## config.mk

```make
export PLATFORM = sky130hd
export DESIGN_NAME = hamming_sec_decoder
export DESIGN_NICKNAME = d
export VERILOG_FILES = /design/src/hsd_pkg.sv /design/src/hsd_pack.sv /design/src/hamming_sec_decoder.sv
export SDC_FILE = /design/constraint.sdc
export NUM_CORES = 1
export LEC_CHECK = 0
export BUFFER_PORTS_ARGS = -buffer_cell sky130_fd_sc_hd__buf_2
export CAP_MARGIN = 10
export CORE_MARGIN = 2
export CORE_UTILIZATION = 53
export CTS_BUF_LIST = sky130_fd_sc_hd__clkbuf_8
export DETAILED_ROUTE_END_ITERATION = 8
export GPL_ROUTABILITY_DRIVEN = 0
export MAX_ROUTING_LAYER = met4
export PLACE_DENSITY_LB_ADDON = 0.2
export RECOVER_POWER = 100
export SLEW_MARGIN = 20
export SYNTH_ARGS = -nofsm -noshare
export SYNTH_HDL_FRONTEND = slang
export SYNTH_SLANG_ARGS = --single-unit
export TNS_END_PERCENT = 1
```

## constraint.sdc

```tcl
create_clock -name clock -period 2.1 [get_ports clock]
set_clock_uncertainty 0.15 [all_clocks]
set_input_delay 0.315 -clock clock [delete_from_list [all_inputs] [get_ports clock]]
set_output_delay 0.315 -clock clock [all_outputs]
set_load 0.01 [all_outputs]
```

## src/hsd_pkg.sv

```systemverilog
package hsd_pkg;

   // Field widths of the decoder
   localparam int unsigned CW_BITS   = 64;
   localparam int unsigned SYN_BITS  = 7;
   localparam int unsigned DATA_BITS = 57;
   localparam int unsigned LEN_BITS  = 7;
   localparam int unsigned IDX_BITS  = 6;

   // Length after reset and the ceiling it saturates to
   localparam logic [LEN_BITS-1:0] LEN_RESET = LEN_BITS'(CW_BITS);
   localparam logic [LEN_BITS-1:0] LEN_MAX   = LEN_BITS'(CW_BITS);

   // Status that travels with a word into the output stage
   typedef struct packed {
      logic                valid;
      logic                corrected;
      logic                out_of_range;
      logic [SYN_BITS-1:0] syndrome;
   } rsp_status_type;

   // Codeword bits whose 1-based position has bit i set
   function automatic logic [CW_BITS-1:0] pos_mask(input int unsigned i);
      logic [CW_BITS-1:0] m;
      for (int unsigned b = 0; b < CW_BITS; b++) begin
         m[b] = 1'(((b + 1) >> i) & 1);
      end
      return m;
   endfunction

   // Codeword bit index of the k-th data bit (power-of-two positions skipped)
   function automatic logic [IDX_BITS-1:0] data_bit_index(input int unsigned k);
      int unsigned        n;
      logic [IDX_BITS-1:0] idx;
      n   = 0;
      idx = '0;
      for (int unsigned p = 1; p <= CW_BITS; p++) begin
         if ((p & (p - 1)) != 0) begin
            if (n == k) begin
               idx = IDX_BITS'(p - 1);
            end
            n++;
         end
      end
      return idx;
   endfunction

endpackage

```

## src/hsd_pack.sv

```systemverilog
module hsd_pack
   import hsd_pkg::*;
(
   input  logic                 clock,
   input  logic                 reset,
   input  rsp_status_type       status_in,
   input  logic [CW_BITS-1:0]   word_in,
   output logic                 rsp_valid,
   output logic [DATA_BITS-1:0] rsp_data_out,
   output logic [SYN_BITS-1:0]  rsp_syndrome,
   output logic                 rsp_corrected,
   output logic                 rsp_out_of_range
);

   logic [DATA_BITS-1:0] data_in;
   logic [DATA_BITS-1:0] data_ff;
   rsp_status_type       status_ff;

   // Drop parity positions and pack data bits toward the LSB
   for (genvar k = 0; k < DATA_BITS; k++) begin : g_pack
      assign data_in[k] = word_in[data_bit_index(k)];
   end

   // Output register: valid is control, the rest is payload
   always_ff @(posedge clock) begin
      if (reset) begin
         status_ff.valid <= 1'b0;
      end else begin
         status_ff.valid <= status_in.valid;
      end
      status_ff.corrected    <= status_in.corrected;
      status_ff.out_of_range <= status_in.out_of_range;
      status_ff.syndrome     <= status_in.syndrome;
      data_ff                <= data_in;
   end

   assign rsp_valid        = status_ff.valid;
   assign rsp_data_out     = data_ff;
   assign rsp_syndrome     = status_ff.syndrome;
   assign rsp_corrected    = status_ff.corrected;
   assign rsp_out_of_range = status_ff.out_of_range;

endmodule

```

## src/hamming_sec_decoder.sv

```systemverilog
// Channel  | Ports                                   | Handshake
// ---------+-----------------------------------------+---------------------------------
// request  | start, busy, req_codeword               | taken when start high, busy low
// response | rsp_valid, rsp_data_out, rsp_syndrome,  | one-cycle strobe, no back-pressure
//          | rsp_corrected, rsp_out_of_range         |
// control  | csr_we, csr_wdata                       | codeword length, written on csr_we
//
// One word enters every cycle; busy is always low.
// The stages are capture and mask, syndrome XOR trees, correction
// flip, then packing into the output register.
// Synchronous reset clears the valid bits of every stage and sets the length to 64.
// The receiver cannot stall, so the pipeline never holds.
module hamming_sec_decoder
   import hsd_pkg::*;
(
   input  logic                 clock,
   input  logic                 reset,
   input  logic                 start,
   output logic                 busy,
   input  logic [CW_BITS-1:0]   req_codeword,
   output logic                 rsp_valid,
   output logic [DATA_BITS-1:0] rsp_data_out,
   output logic [SYN_BITS-1:0]  rsp_syndrome,
   output logic                 rsp_corrected,
   output logic                 rsp_out_of_range,
   input  logic                 csr_we,
   input  logic [LEN_BITS-1:0]  csr_wdata
);

   logic [LEN_BITS-1:0] len_ff;
   logic [LEN_BITS-1:0] len_sat;

   logic                s0_valid_ff;
   logic [CW_BITS-1:0]  s0_word_in;
   logic [CW_BITS-1:0]  s0_word_ff;
   logic [LEN_BITS-1:0] s0_len_ff;

   logic                s1_valid_ff;
   logic [SYN_BITS-1:0] s1_syn_in;
   logic [SYN_BITS-1:0] s1_syn_ff;
   logic [CW_BITS-1:0]  s1_word_ff;
   logic [LEN_BITS-1:0] s1_len_ff;

   logic                s2_nonzero;
   logic                s2_in_range;
   logic [CW_BITS-1:0]  s2_flip;
   logic [CW_BITS-1:0]  s2_word_in;
   logic [CW_BITS-1:0]  s2_word_ff;
   rsp_status_type      s2_status_in;
   rsp_status_type      s2_status_ff;

   assign busy = 1'b0;

   // Codeword length register
   always_ff @(posedge clock) begin
      if (reset) begin
         len_ff <= LEN_RESET;
      end else if (csr_we) begin
         len_ff <= csr_wdata;
      end
   end

   assign len_sat = (len_ff > LEN_MAX) ? LEN_MAX : len_ff;

   // Stage 0: drop bits at or above the length
   always_comb begin
      for (int unsigned b = 0; b < CW_BITS; b++) begin
         s0_word_in[b] = req_codeword[b] & (LEN_BITS'(b) < len_sat);
      end
   end

   always_ff @(posedge clock) begin
      if (reset) begin
         s0_valid_ff <= 1'b0;
      end else begin
         s0_valid_ff <= start;
      end
      s0_word_ff <= s0_word_in;
      s0_len_ff  <= len_sat;
   end

   // Stage 1: one XOR tree per syndrome bit
   for (genvar i = 0; i < SYN_BITS; i++) begin : g_syn
      assign s1_syn_in[i] = ^(s0_word_ff & pos_mask(i));
   end

   always_ff @(posedge clock) begin
      if (reset) begin
         s1_valid_ff <= 1'b0;
      end else begin
         s1_valid_ff <= s0_valid_ff;
      end
      s1_syn_ff  <= s1_syn_in;
      s1_word_ff <= s0_word_ff;
      s1_len_ff  <= s0_len_ff;
   end

   // Stage 2: flip the named bit when it lies within the length
   assign s2_nonzero  = (s1_syn_ff != '0);
   assign s2_in_range = (s1_syn_ff <= s1_len_ff);
   assign s2_flip     = (s2_nonzero && s2_in_range)
                        ? (CW_BITS'(1) << IDX_BITS'(s1_syn_ff - SYN_BITS'(1))) : '0;
   assign s2_word_in  = s1_word_ff ^ s2_flip;

   always_comb begin
      s2_status_in.valid        = s1_valid_ff;
      s2_status_in.corrected    = s2_nonzero && s2_in_range;
      s2_status_in.out_of_range = s2_nonzero && !s2_in_range;
      s2_status_in.syndrome     = s1_syn_ff;
   end

   always_ff @(posedge clock) begin
      if (reset) begin
         s2_status_ff.valid <= 1'b0;
      end else begin
         s2_status_ff.valid <= s2_status_in.valid;
      end
      s2_status_ff.corrected    <= s2_status_in.corrected;
      s2_status_ff.out_of_range <= s2_status_in.out_of_range;
      s2_status_ff.syndrome     <= s2_status_in.syndrome;
      s2_word_ff                <= s2_word_in;
   end

   // Stage 3: pack data bits into the output register
   hsd_pack u_pack (
      .clock            (clock),
      .reset            (reset),
      .status_in        (s2_status_ff),
      .word_in          (s2_word_ff),
      .rsp_valid        (rsp_valid),
      .rsp_data_out     (rsp_data_out),
      .rsp_syndrome     (rsp_syndrome),
      .rsp_corrected    (rsp_corrected),
      .rsp_out_of_range (rsp_out_of_range)
   );

endmodule

```

# [Yosys cells after proc, flatten, opt, wreduce, memory -nomap -nowiden]
# Index checks and enable logic that the tools add are counted.
# W data, S select, Z words.
[word_totals] n_memories=0 input_bits=75 ramBits=0 rom_bits=0 wordCells=164 latchBits=0 reg_bits=297 output_inout_bits=68
[classes] mul=0 shifts=1 n_lt_le_gt_ge=66 muxes=2 addsub=1 div_mod_pow=0 n_reduce_logical=11 eq_ne=0 bitwise=65
[op_table] cell="$reduce_xor A64 Y1" n=7
[op_table] cell="$lt A6 B7 Y1 const A" n=32
[op_table] cell="$lt A5 B7 Y1 const A" n=16
[op_table] cell="$and A1 B1 Y1" n=64
[op_table] cell="$mux W63" n=1
[op_table] cell="$shl A1 B6 Y63 const A" n=1
[op_table] cell="$xor A63 B63 Y63" n=1
[op_table] cell="$lt A4 B7 Y1 const A" n=8
[op_table] cell="$lt A3 B7 Y1 const A" n=4
[op_table] cell="$lt A1 B7 Y1 const A" n=2
[op_table] cell="$lt A2 B7 Y1 const A" n=2
[op_table] cell="$gt A7 B7 Y1 const B" n=1
[op_table] cell="$le A7 B7 Y1" n=1
[op_table] cell="$mux W7" n=1
[op_table] cell="$reduce_bool A7 Y1" n=1
[op_table] cell="$sub A6 B1 Y6 const B" n=1
[op_table] cell="$logic_and A1 B1 Y1" n=2
[op_table] cell="$logic_not A1 Y1" n=1

# [Longest topological paths before layout]
# Gate-level depths: netlist of run 1.
[depth] ltp_word=4 ltp_mapped=11

# [Modules after synthesis]
# A second synthesis of run 1 with hierarchy kept.
[hier_totals] cells_unflattened=824 hier_area_um2=9606.7
[modules_own_cells] module="hamming_sec_decoder" area_per_inst_um2=8251.7 instances=1 cells_per_inst=756
[modules_own_cells] module="hsd_pack" area_per_inst_um2=1355.0 instances=1 cells_per_inst=68

# [Worst setup path before layout of run 1]
# Ideal clock, no wire load.
[synth_timing] path_kind="register to register" startpoint="register s1_syn_ff[4]" endpoint="register s2_word_ff[20]" path_stages_with_launch=10 period_less_slack_ps=2227 setup_ps=72 path_slack_ps=-127 path_buffers=2 arrival_time_ps=2006 path_cell_list="dfxtp_1 -> ha_1 -> a21o_1 -> a21oi_1 -> nor2b_1 -> o32a_1 -> buf_6 -> buf_4 -> nor4_2 -> xor2_1"
[synth_between] elab_chain_len=4 word_cells_on_any_way=7 cone_classes="1 x add/sub; 1 x order compare; 1 x shift; 1 x mux; 1 x bitwise; 2 x reduce/logical"
[synth_lines] element="start, declared" line_no="hamming_sec_decoder.sv:40" rtl="logic [SYN_BITS-1:0] s1_syn_ff;"
[synth_lines] element="start signal, assigned" line_no="hamming_sec_decoder.sv:93" rtl="s1_syn_ff <= s1_syn_in;"
[synth_lines] element="$sub A6 B1 Y6, or another cell as far along" line_no="hamming_sec_decoder.sv:102" rtl="? (CW_BITS'(1) << IDX_BITS'(s1_syn_ff - SYN_BITS'(1))) : '0;"
[synth_lines] element="$shl A1 B6 Y63 or $logic_and A1 B1 Y1 (tied branches)" line_no="hamming_sec_decoder.sv:102, hamming_sec_decoder.sv:101"
[synth_lines] element="$mux W63 *" line_no="hamming_sec_decoder.sv:102"
[synth_lines] element="$xor A63 B63 Y63 *" line_no="hamming_sec_decoder.sv:103" rtl="assign s2_word_in = s1_word_ff ^ s2_flip;"
[synth_lines] element="via s2_word_in[20]" line_no="hamming_sec_decoder.sv:47" rtl="logic [CW_BITS-1:0] s2_word_in;"
[synth_lines] element="end signal, assigned" line_no="hamming_sec_decoder.sv:121" rtl="s2_word_ff <= s2_word_in;"
[synth_lines] element="end, declared" line_no="hamming_sec_decoder.sv:48" rtl="logic [CW_BITS-1:0] s2_word_ff;"
# Mark *: on every way through the listed nets, which the timed path passes. The rest lies on a longest branch.
# A chain may end at the register's enable or synchronous reset.

# [Final worst setup path of run 1]
[layout_timing] startpoint="register s1_len_ff[1]" endpoint="register s2_word_ff[59]"
[layout_between] elab_chain_len=4
[layout_lines] element="start, declared" line_no="hamming_sec_decoder.sv:42" rtl="logic [LEN_BITS-1:0] s1_len_ff;"
[layout_lines] element="start signal, assigned" line_no="hamming_sec_decoder.sv:95" rtl="s1_len_ff <= s0_len_ff;"
[layout_lines] element="$le A7 B7 Y1" line_no="hamming_sec_decoder.sv:100" rtl="assign s2_in_range = (s1_syn_ff <= s1_len_ff);"
[layout_lines] element="$logic_and A1 B1 Y1" line_no="hamming_sec_decoder.sv:101" rtl="assign s2_flip = (s2_nonzero && s2_in_range)"
[layout_lines] element="$mux W63" line_no="hamming_sec_decoder.sv:102"
[layout_lines] element="$xor A63 B63 Y63" line_no="hamming_sec_decoder.sv:103"
[layout_lines] element="via s2_word_in[59]" line_no="hamming_sec_decoder.sv:47"
# The timed path passes the listed nets, and every way through them passes these cells.

==> flow_summary_export.csv, run 1 <==
group,metric,value,unit
run_status,outcome,"finished with violations",
run_status,violations,"setup timing",
timing,final.period_utilization,109.1,%
critical_path,critical_path_buf_inv_count,2,
cells_and_area,num-nets-final,1164,
timing,timing.hold.ws,170.8,ps
drt,drt_drc_violations_left,0,
synthesis,postSynthRegisterBits,285,
synthesis,synth.lib_cells_used.distinct,44,
die,die_footprint,0.01879,mm^2
clock_tree,clkLatencyLatePin,550,ps
drt,total_via_count_in_the_routed_design,6593,
synthesis,synth_ff_type,"sky130_fd_sc_hd__dfxtp_1",
critical_path,worstSetupPathType,"flip-flop to flip-flop",
timing,maxSlewHeadroom,47.45,%
die,vertical_die_dimension,137.1,um
critical_path,worstPathRequired,2380,ps
cells_and_area,diodes,0,
synthesis,synthArstFlopShare,0,%
timing,layout_min_cycle_time,2291,ps
synthesis,syn_avg_cell_area,11.75,um^2
synthesis,synth_fp_nets,881,
timing,max_clock_freq,436.5,MHz
clock_tree,cts_buffer_depth,3,
critical_path,worst-path-max-fanout,6,
global_route,grt.overflow.total,0,
drt,avgRoutedWirePerCell,17.85,um
drt,postRouteAntennaNets,0,
timing,final_max_slew_viol_count,0,
global_route,grt_antenna_before_repair,0,
critical_path,max_stage_delay,380,ps
worst_hold_path,hp-start,"s2_word_ff[19]$_DFF_P_",
die,initial_core_utilization,54.28,%
placement,hpwl,15900,um
worst_hold_path,worst_hold_path_type,"flip-flop to flip-flop",
run,maxCapViolCount,0,
placement,dpl_cell_area,0.01085,mm^2
synthesis,fraction_of_post_synthesis_cell_area_in_the_top_cell_type_by_area,60.78,%
critical_path,worstSetupStartpoint,"s1_len_ff[1]$_DFF_P_",
clock_tree,cts.sink_count,285,
timing,fin_ws,-190.8,ps
clock_tree,worst_setup_hold_path_clk_slew,60,ps
cells_and_area,final_cell_count_no_fill,1337,
drt,drt_wl_total,23870,um
timing,setup_repair_after_global_routing_missed_its_margin,"true",
synthesis,yosysWarnings,0,
clock_tree,clk_root_buffer_cell,"sky130_fd_sc_hd__clkbuf_8",
drt,dr.first_iter.drc_count,410,
die,core_box_area,0.01730,mm^2
synthesis,synth_enable_flop_cells,0,
global_route,grt_start_max_net_pins,33,
die,io_pins,143,
critical_path,setup.worst_path.end_class,"flip-flop",
cells_and_area,post_route_cells_drive_above_1_share,21.85,%
die,die_x,137.1,um
die,std_cell_rows,48,
pwr,vdd_drop_max,0.0006187,V
placement,port_buffers,141,
cells_and_area,fin_util,73.64,%
pwr,cellPowerDensity,1271,mW/mm^2
placement,post-place-cells,1174,
timing,final.setup.tns,-6651,ps
synthesis,synth_top_cells_by_area,"sky130_fd_sc_hd__dfxtp_1 61%, sky130_fd_sc_hd__xnor2_1 12%, sky130_fd_sc_hd__xor2_1 4.3%, sky130_fd_sc_hd__nor4_2 2.7%, sky130_fd_sc_hd__nor2b_1 2.1%",
cells_and_area,final_design_area_no_fill,0.01274,mm^2
global_route,grtUsageTotal,26.40,%
critical_path,critPathArrivalTime,2570,ps
global_route,global_route.usage.met3,5.519,%
clock_tree,h-tree-depth,2,
global_route,gr-max-usage-layer,"met2",
synthesis,synth-seq-area-share,60.78,%
critical_path,critical-path-top-delay-family,"compound AO/OA/AOI/OAI gates",
synthesis,synth.largest_area_cell,"sky130_fd_sc_hd__dfxtp_1",
global_route,grt_pass1_wl,36200,um
clock_tree,cts_inserted_buffers,42,
synthesis,synthCells,799,
timing,report.final.hold_viol_count,0,
critical_path,cpMaxStageDelayCell,"sky130_fd_sc_hd__o32a_4",
timing,tightest_slew,788.2,ps
synthesis,synthMostInstantiatedCell,"sky130_fd_sc_hd__dfxtp_1",
timing,setup_viol,58,
global_route,globalRouteMet1Util,33.48,%
global_route,first_global_vias,6676,
drt,drt-pass1-iter-count,5,
pwr,report.power.total,16.19,mW
pwr,power_leakage,5.133,nW
synthesis,yosys-top-cells-count,"285 x sky130_fd_sc_hd__dfxtp_1, 125 x sky130_fd_sc_hd__xnor2_1, 46 x sky130_fd_sc_hd__xor2_1",
clock_tree,cts_tree,"done",
global_route,global_route.usage.met2,40.57,%
critical_path,cell_by_cell_trace_of_the_critical_path,"inv_2, ha_4, nor2b_4, o21ai_2, a21oi_2, o32a_4, buf_12, or3_4, xnor2_2",
placement,place_ws,-316.1,ps
critical_path,setup.worst_path.start_class,"flip-flop",
drt,detail_route.vias_per_cell,4.931,
cells_and_area,layout-area-overhead-vs-synth,35.68,%
critical_path,r2r-start,"s1_len_ff[1]$_DFF_P_",
synthesis,cell_area_after_technology_mapping,0.009388,mm^2
==> path summary, 6_finish.rpt <==
path                            slack [ps]  depth (start not counted)                         endpoint
worst min register to register         170                          0  u_pack.rsp_data_out[14]$_DFF_P_
worst min-delay path                   170                          0  u_pack.rsp_data_out[14]$_DFF_P_
worst max register to register        -190                          9           s2_word_ff[59]$_DFF_P_
worst max-delay path                  -190                          9           s2_word_ff[59]$_DFF_P_
==> final cells by class <==
| type | count | area [um^2] |
|---|---|---|
| clock buffer | 46 | 633.1 |
| clock inverter | 28 | 151.4 |
| fill | 1167 | 4559 |
| inverter | 12 | 45.04 |
| multi-input combinational | 459 | 3884 |
| sequential | 285 | 5713 |
| tap | 225 | 281.5 |
| timing repair buffer | 282 | 2029 |
==> logic make-up after synthesis <==
logic type	Yosys count	synth area share, %
AOI/OAI and AO/OA	80	5.864
xor gates and xnor gates	172	16.19
adders and majority gates	7	0.9329
buffers and inverters	55	2.839
DFF	285	60.78
muxes	6	0.6398
other	1	0.03995
and+or+nand+nor	193	12.71
==> layer usage <==
metal | vias to the layer above | routed length (um)
li1 | 3204 | -
met2 | 291 | 10890
met3 | 70 | 1637
met5 | - | 0
met4 | 0 | 1002
met1 | 3028 | 10340
==> repair_timing <==
item / CTS / global route
setup buffers: 3 / 3
hold buffers: 81 / 0
pin swaps: 53 / 29
endpoints found under the hold margin: 75 / 0
cloned: 1 / 2
setup endpoints to repair: 57 / 57
resized for setup: 32 / 16
==> layout by cell type (no fill, tap or decap), types with 3 or more instances in the layout <==
| master | Yosys | final |
|---|---|---|
| sky130_fd_sc_hd__ha_1 | 7 | 4 |
| sky130_fd_sc_hd__nor4_4 | 2 | 29 |
| sky130_fd_sc_hd__nand2_1 | 25 | 25 |
| sky130_fd_sc_hd__xor2_1 | 46 | 45 |
| sky130_fd_sc_hd__o21ai_0 | 13 | 12 |
| sky130_fd_sc_hd__dfxtp_2 | 0 | 6 |
| sky130_fd_sc_hd__buf_6 | 6 | 7 |
| sky130_fd_sc_hd__a21boi_0 | 19 | 19 |
| sky130_fd_sc_hd__and2_0 | 0 | 4 |
| sky130_fd_sc_hd__buf_2 | 3 | 74 |
| sky130_fd_sc_hd__a21oi_1 | 16 | 14 |
| sky130_fd_sc_hd__buf_12 | 0 | 9 |
| sky130_fd_sc_hd__o221a_2 | 3 | 3 |
| sky130_fd_sc_hd__buf_4 | 3 | 28 |
| sky130_fd_sc_hd__mux2i_1 | 6 | 6 |
| sky130_fd_sc_hd__o31a_1 | 4 | 4 |
| sky130_fd_sc_hd__nand4_1 | 18 | 18 |
| sky130_fd_sc_hd__xnor2_1 | 125 | 121 |
| sky130_fd_sc_hd__xnor2_2 | 0 | 3 |
| sky130_fd_sc_hd__clkbuf_1 | 27 | 79 |
| sky130_fd_sc_hd__dfxtp_1 | 285 | 279 |
| sky130_fd_sc_hd__nand3_1 | 13 | 13 |
| sky130_fd_sc_hd__dlygate4sd3_1 | 0 | 81 |
| sky130_fd_sc_hd__nand2b_1 | 7 | 7 |
| sky130_fd_sc_hd__nor2_1 | 40 | 40 |
| sky130_fd_sc_hd__ha_4 | 0 | 3 |
| sky130_fd_sc_hd__clkinv_2 | 0 | 6 |
| sky130_fd_sc_hd__clkbuf_8 | 0 | 46 |
| sky130_fd_sc_hd__inv_1 | 12 | 28 |
| sky130_fd_sc_hd__nor3_1 | 7 | 6 |
| sky130_fd_sc_hd__nor2b_1 | 32 | 30 |
| sky130_fd_sc_hd__o21a_1 | 19 | 19 |
==> power breakdown <==
part	switching [mW]	total, mW	internal [mW]
Clock	2.01	4.16	2.14
Combinational	3.02	5.45	2.43
Sequential	0.364	6.58	6.22
==> flip-flops by register name (all words and copies together) (netlist names), 7 cells and up <==
name,cells
s0_word_ff,64
s1_word_ff,57
s2_word_ff,57
u_pack.rsp_data_out,57
s2_status_ff,10
len_ff,7
s0_len_ff,7
s1_len_ff,7
s1_syn_ff,7
u_pack.rsp_syndrome,7
No activity file was read; power rests on OpenSTA's default activity.
==> run 2: changes to the inputs <==
--- a/config.mk
+++ b/config.mk
@@ -8,8 +8,8 @@
 export BUFFER_PORTS_ARGS = -buffer_cell sky130_fd_sc_hd__buf_2
 export CAP_MARGIN = 10
 export CORE_MARGIN = 2
-export CORE_UTILIZATION = 53
-export CTS_BUF_LIST = sky130_fd_sc_hd__clkbuf_8
+export CORE_UTILIZATION = 50
+export CTS_BUF_LIST = sky130_fd_sc_hd__clkbuf_4 sky130_fd_sc_hd__clkbuf_8 sky130_fd_sc_hd__clkbuf_16
 export DETAILED_ROUTE_END_ITERATION = 8
 export GPL_ROUTABILITY_DRIVEN = 0
 export MAX_ROUTING_LAYER = met4
==> flow_summary_export.csv, run 2 (synthesis results as in run 1) <==
group,metric,value,unit
die,io_pins,143,
drt,drt_wl_total,23940,um
clock_tree,cts_buffer_depth,3,
pwr,net-switching-power,5.385,mW
clock_tree,h-tree-depth,1,
drt,postRouteAntennaNets,0,
cells_and_area,num-nets-final,1151,
drt,detail_route.vias_per_cell,4.875,
drt,dr.first_iter.drc_count,342,
pwr,power_frac_comb,31.7,%
die,initial_core_utilization,50.53,%
critical_path,cpMaxStageDelayCell,"sky130_fd_sc_hd__o32a_4",
cells_and_area,number_of_fillers_in_the_final_layout,1308,
cells_and_area,multiInputGateArea,0.003841,mm^2
cells_and_area,layout-area-overhead-vs-synth,38.14,%
run_status,outcome,"finished with violations",
pwr,power_switching_share,31.24,%
global_route,grt_start_max_net_pins,33,
die,die_x,141.0,um
global_route,grt_pass1_wl,36030,um
global_route,grt.overflow.total,0,
cells_and_area,final_design_area_no_fill,0.01297,mm^2
cells_and_area,final_cell_mix,"281 x sky130_fd_sc_hd__dfxtp_1, 140 x sky130_fd_sc_hd__buf_2, 123 x sky130_fd_sc_hd__xnor2_1, 80 x sky130_fd_sc_hd__dlygate4sd3_1, 45 x sky130_fd_sc_hd__xor2_1",
timing,setup_viol,54,
critical_path,r2r_setup_slack,-240,ps
cells_and_area,final_cell_count_no_fill,1323,
die,vertical_die_dimension,141.0,um
timing,layout_min_cycle_time,2335,ps
critical_path,max_stage_delay,410,ps
timing,final.period_utilization,111.2,%
die,core_box_area,0.01858,mm^2
clock_tree,cts_inserted_buffers,27,
critical_path,worst_r2r_path_depth,9,
timing,maxSlewHeadroom,59.77,%
placement,hpwl,16170,um
pwr,report.power.total,17.24,mW
global_route,grtUsageTotal,24.35,%
critical_path,setup.worst_path.start_class,"flip-flop",
timing,setup_repair_after_global_routing_missed_its_margin,"true",
timing,fin_ws,-235.2,ps
critical_path,critPathArrivalTime,2600,ps
clock_tree,cts_tree,"done",
clock_tree,clkLatencyLatePin,530,ps
drt,drt-pass1-iter-count,5,
timing,final_max_slew_viol_count,0,
critical_path,worst-path-max-fanout,7,
pwr,clock_power_share,30.2,%
critical_path,worstSetupPathType,"flip-flop to flip-flop",
critical_path,critical_path.reg2reg.endpoint,"s2_word_ff[47]$_DFF_P_",
timing,tightest_slew,595.3,ps
worst_hold_path,min_path_cells,3,
clock_tree,worst_setup_hold_path_clk_slew,60,ps
timing,max_clock_freq,428.2,MHz
die,die_footprint,0.01989,mm^2
cells_and_area,post_route_cells_drive_above_1_share,27.55,%
drt,drt_drc_violations_left,0,
worst_hold_path,worst_hold_path_type,"input pin to flip-flop",
run_status,violations,"setup timing",
placement,port_buffers,141,
run,maxCapViolCount,0,
drt,total_via_count_in_the_routed_design,6449,
pwr,vdd_drop_max,0.0007433,V
cells_and_area,register_area,0.005710,mm^2
die,std_cell_rows,50,
critical_path,r2r-start,"s1_len_ff[1]$_DFF_P_",
global_route,grt_antenna_before_repair,0,
critical_path,cell_by_cell_trace_of_the_critical_path,"inv_1, ha_4, nor2b_2, o21ai_2, a21oi_2, o32a_4, buf_8, or3_1, xnor2_1",
clock_tree,cts.sink_count,285,
worst_hold_path,hp-start,"req_codeword[12]",
placement,place_ws,-299.2,ps
pwr,intPower,11.85,mW
cells_and_area,regMostFlops,"s0_word_ff",
clock_tree,clk_root_buffer_cell,"sky130_fd_sc_hd__clkbuf_16",
pwr,cellPowerDensity,1329,mW/mm^2
drt,avgRoutedWirePerCell,18.10,um
global_route,first_global_vias,6514,
critical_path,worstPathRequired,2370,ps
timing,report.final.hold_viol_count,0,
placement,post-place-cells,1189,
cells_and_area,diodes,0,
cells_and_area,largest_register_ffs,64,
critical_path,setup.worst_path.end_class,"flip-flop",
pwr,power_leakage,5.354,nW
placement,dpl_cell_area,0.01091,mm^2
pwr,seq_power_share,38.1,%
worst_hold_path,worst_hold_path.endpoint,"s0_word_ff[12]$_DFF_P_",
cells_and_area,layout.cells.most_common,"sky130_fd_sc_hd__dfxtp_1",
timing,final.setup.tns,-5022,ps
[run 2: cell count changes in the layout (fill, tap and decap cells not counted), sizes merged]
cell	previous run	this run
dlygate4sd3	81	80
buf	119	192
inv	31	13
clkinv	6	5
bufinv	1	5
clkbuf	128	49
clkinvlp	2	1
[run 2: area by class of cell]
cell class | count | area share (%)
clock buffers | 37 | 5.982
flip-flops and latches | 285 | 44.03
inverters | 12 | 0.3473
multi-input cells | 459 | 29.62
clock inverters | 12 | 1.495
repair buffers | 284 | 16.27
well taps | 234 | 2.258
[run 2: how the worst max path moves through the flow]
stage                               startpoint                endpoint  slack [ps]  cells past startpoint
after detailed placement  s1_len_ff[4]$_DFF_P_  s2_word_ff[37]$_DFF_P_        -300                      9
after floorplan           s1_syn_ff[4]$_DFF_P_  s2_word_ff[20]$_DFF_P_         -90                      9
final                     s1_len_ff[1]$_DFF_P_  s2_word_ff[47]$_DFF_P_        -240                      9
after global placement    s1_len_ff[4]$_DFF_P_  s2_word_ff[37]$_DFF_P_        -230                      9
after global routing      s1_len_ff[1]$_DFF_P_  s2_word_ff[47]$_DFF_P_        -310                      9
after CTS                 s1_len_ff[4]$_DFF_P_  s2_word_ff[11]$_DFF_P_        -240                      9
[run 2: per-layer routing]
layer  track usage, %  wire length, um
met4            9.158              781
met1            31.13            10550
met2            39.44            11220
met5                -                0
met3            3.635             1386
[run 2: what timing repair did]
action | 4_1_cts | 5_1_grt
hold buffers | 80 | 0
setup buffers | 1 | 1
setup endpoints to repair | 57 | 59
hold endpoints to repair | 74 | 0
gates cloned | 1 | 2
gates resized for setup | 10 | 28
pin swaps | 26 | 37
[run 2: power groups by stage]
stage | clock (mW) | sequential [mW] | combinational (mW)
after floorplan | 0 | 6.71 | 3.00
after global placement | 0 | 6.66 | 4.66
after detailed placement | 0 | 6.66 | 4.70
after CTS | 5.25 | 6.55 | 5.04
after global routing | 5.48 | 6.63 | 5.81
final | 5.20 | 6.57 | 5.47
[run 2: per-stage QoR]
stage          utilization (%)  hold slack [ps]
2_1_floorplan                -            159.6
3_3_place_gp             58.74            161.7
3_5_place_dp             58.74            162.1
4_1_cts                  68.75            13.64
5_1_grt                  69.80            51.65
6_report                 69.80            70.58
[run 2: critical path: cells and delay by family, from the launching register on]
kind | cells | cell delay (ps)
buffers and inverters | 2 | 250
adders and majority gates | 1 | 200
and+or+nand+nor | 2 | 540
DFF | 1 | 300
xor gates and xnor gates | 1 | 130
AOI/OAI and AO/OA | 3 | 670
==> run 3: changes to the inputs <==
--- a/config.mk
+++ b/config.mk
@@ -5,10 +5,11 @@
 export SDC_FILE = /design/constraint.sdc
 export NUM_CORES = 1
 export LEC_CHECK = 0
+export ABC_AREA = 1
 export BUFFER_PORTS_ARGS = -buffer_cell sky130_fd_sc_hd__buf_2
 export CAP_MARGIN = 10
 export CORE_MARGIN = 2
-export CORE_UTILIZATION = 50
+export CORE_UTILIZATION = 52
 export CTS_BUF_LIST = sky130_fd_sc_hd__clkbuf_4 sky130_fd_sc_hd__clkbuf_8 sky130_fd_sc_hd__clkbuf_16
 export DETAILED_ROUTE_END_ITERATION = 8
 export GPL_ROUTABILITY_DRIVEN = 0
==> flow_summary_export.csv, run 3 <==
group,metric,value,unit
run_status,outcome,"complete, no violations",
drt,total_via_count_in_the_routed_design,8981,
cells_and_area,largest_register_ffs,64,
clock_tree,clkLatencyLatePin,530,ps
global_route,grt_start_max_net_pins,33,
clock_tree,cts.sink_count,285,
die,core_box_area,0.02023,mm^2
die,io_pins,143,
drt,postRouteAntennaNets,0,
drt,drt_drc_violations_left,0,
cells_and_area,num-nets-final,1658,
timing,report.final.hold_viol_count,0,
global_route,grt_antenna_before_repair,0,
synthesis,synth-seq-area-share,53.15,%
pwr,power_switching_share,31.58,%
cells_and_area,regMostFlops,"s0_word_ff",
placement,place_ws,14.73,ps
placement,port_buffers,141,
critical_path,critPathArrivalTime,2330,ps
critical_path,worstSetupStartpoint,"reset",
cells_and_area,post_route_cells_drive_above_1_share,15.53,%
timing,fin_ws,33.12,ps
critical_path,critical_path.reg2reg.endpoint,"s2_word_ff[52]$_DFF_P_",
die,vertical_die_dimension,147.7,um
synthesis,synth.lib_cells_used.distinct,36,
critical_path,worst-path-max-fanout,6,
synthesis,fraction_of_post_synthesis_cell_area_in_the_top_cell_type_by_area,53.15,%
die,die_footprint,0.02181,mm^2
synthesis,syn_avg_cell_area,8.127,um^2
clock_tree,clk_root_buffer_cell,"sky130_fd_sc_hd__clkbuf_16",
synthesis,synthMostInstantiatedCell,"sky130_fd_sc_hd__nand2_1",
clock_tree,worst_setup_hold_path_clk_slew,60,ps
global_route,first_global_vias,8378,
pwr,cellPowerDensity,1169,mW/mm^2
clock_tree,cts_buffer_depth,3,
cells_and_area,layout-area-overhead-vs-synth,28.14,%
synthesis,postSynthRegisterBits,285,
drt,drt-pass1-iter-count,5,
critical_path,worstSetupPathType,"input pin to flip-flop",
die,initial_core_utilization,53.05,%
pwr,intPower,11.01,mW
drt,avgRoutedWirePerCell,14.96,um
timing,setup_repair_after_global_routing_missed_its_margin,"true",
timing,final_max_slew_viol_count,0,
pwr,seq_power_share,40.8,%
critical_path,setup.worst_path.end_class,"flip-flop",
timing,timing.hold.ws,87.27,ps
synthesis,synthArstFlopShare,0,%
die,die_x,147.7,um
worst_hold_path,worst_hold_path_type,"input pin to flip-flop",
timing,final.period_utilization,98.42,%
pwr,power_leakage,6.765,nW
drt,drt_wl_total,27930,um
critical_path,r2r_setup_slack,120,ps
pwr,vdd_drop_max,0.0005682,V
critical_path,worst_setup_path_endpoint,"len_ff[6]$_SDFFE_PP1P_",
critical_path,worstPathRequired,2360,ps
timing,max_clock_freq,483.8,MHz
global_route,grt_pass1_wl,42890,um
synthesis,synth.largest_area_cell,"sky130_fd_sc_hd__dfxtp_1",
synthesis,synth_ff_type,"sky130_fd_sc_hd__dfxtp_1",
critical_path,r2r-start,"s1_syn_ff[1]$_DFF_P_",
synthesis,yosysWarnings,0,
clock_tree,cts_inserted_buffers,28,
timing,setup_viol,0,
placement,hpwl,20020,um
cells_and_area,layout.cells.most_common,"sky130_fd_sc_hd__nand2_1",
clock_tree,cts_tree,"done",
critical_path,setup.worst_path.start_class,"input pin",
pwr,power_frac_comb,25.7,%
synthesis,yosys-top-cells-count,"359 x sky130_fd_sc_hd__nand2_1, 285 x sky130_fd_sc_hd__dfxtp_1, 160 x sky130_fd_sc_hd__nor2_1",
clock_tree,h-tree-depth,1,
drt,detail_route.vias_per_cell,4.810,
pwr,clock_power_share,33.5,%
timing,layout_min_cycle_time,2067,ps
synthesis,synthCells,1321,
synthesis,synth_fp_nets,1403,
global_route,grtUsageTotal,25.89,%
pwr,net-switching-power,5.081,mW
die,std_cell_rows,52,
synthesis,synth_enable_flop_cells,0,
cells_and_area,final_cell_mix,"357 x sky130_fd_sc_hd__nand2_1, 285 x sky130_fd_sc_hd__dfxtp_1, 158 x sky130_fd_sc_hd__inv_1, 150 x sky130_fd_sc_hd__nor2_1, 141 x sky130_fd_sc_hd__buf_2",
synthesis,synth_top_cells_by_area,"sky130_fd_sc_hd__dfxtp_1 53%, sky130_fd_sc_hd__nand2_1 13%, sky130_fd_sc_hd__xnor2_1 6.0%, sky130_fd_sc_hd__nor2_1 5.6%, sky130_fd_sc_hd__inv_1 5.6%",
run,maxCapViolCount,0,
synthesis,cell_area_after_technology_mapping,0.01074,mm^2
critical_path,worst_r2r_path_depth,9,
global_route,grt.overflow.total,0,
cells_and_area,diodes,0,
drt,dr.first_iter.drc_count,544,
[run 3: area by class of cell]
| type | instances | area, um^2 |
|---|---|---|
| clock buffers | 34 | 782.0 |
| repair buffers | 250 | 1735 |
| inverters | 160 | 600.6 |
| clock inverters | 17 | 236.5 |
| well taps | 270 | 337.8 |
| flip-flops and latches | 285 | 5705 |
| fillers | 1614 | 6479 |
| multi-input cells | 851 | 4358 |
[run 3: worst min path at each step]
stage,from,end,cells after the start
after floorplan,s0_len_ff[0]$_DFF_P_,s1_len_ff[0]$_DFF_P_,0
after global placement,s2_word_ff[52]$_DFF_P_,u_pack.rsp_data_out[46]$_DFF_P_,0
after detailed placement,s2_word_ff[19]$_DFF_P_,u_pack.rsp_data_out[14]$_DFF_P_,0
after CTS,csr_we,len_ff[3]$_SDFFE_PP0P_,3
after global routing,csr_we,len_ff[5]$_SDFFE_PP0P_,3
final,csr_we,len_ff[4]$_SDFFE_PP0P_,3
[run 3: cell families after synthesis]
group                    Yosys count  synth area share (%)
flip-flops                       285                 53.15
AO/OA/AOI/OAI                     74                 3.881
AND/OR/NAND/NOR                  632                 24.01
adder cells (fa/ha/maj)            7                0.8158
buffers and inverters            185                 6.865
XOR/XNOR                         137                 11.25
other                              1               0.03493
[run 3: routing by layer]
layer  track usage [%]  vias up  share of wire [%]
li1                  -     4529                  -
met1             32.41     3992                 42
met2             42.84      386                 47
met3             3.519       74                6.7
met4             9.808        0                3.8
met5                 -        -                  0
[run 3: critical path, cell delays in order]
cell and delay, ps:
sky130_fd_sc_hd__dlygate4sd3_1 530, sky130_fd_sc_hd__buf_2 160, sky130_fd_sc_hd__a21oi_2 100, sky130_fd_sc_hd__dlygate4sd3_1 550
sky130_fd_sc_hd__o21ai_0 90, sky130_fd_sc_hd__dlygate4sd3_1 580
[run 3: power groups by stage]
stage | logic (mW) | registers [mW] | clock network [mW]
after floorplan | 2.49 | 6.69 | 0
after global placement | 3.68 | 6.67 | 0
after detailed placement | 3.74 | 6.69 | 0
after CTS | 3.88 | 6.57 | 5.46
after global routing | 4.57 | 6.63 | 5.68
final | 4.13 | 6.57 | 5.39
[run 3: metrics by stage]
| step | std cells | util [%] | total power, mW | instance area (um^2) | TNS [ps] |
|---|---|---|---|---|---|
| floorplan | 1321 | - | 9.176 | 10740 | 0 |
| global placement | 1736 | 58.68 | 10.35 | 11870 | 0 |
| detailed placement | 1736 | 58.68 | 10.43 | 11870 | 0 |
| CTS | 1864 | 67.53 | 15.91 | 13660 | -9.479 |
| global route | 1867 | 67.98 | 16.89 | 13760 | -47.52 |
| finish | 1867 | 67.98 | 16.09 | 13760 | 0 |
[run 3: repair_timing]
| item | CTS | global route |
|---|---|---|
| gates resized for setup | 1 | 18 |
| setup endpoints to repair | 3 | 34 |
| pin swaps | 0 | 2 |
| buffers inserted | 0 | 2 |
| cloned | 0 | 1 |
| hold buffers | 77 | 0 |
| hold endpoints to repair | 75 | 0 |
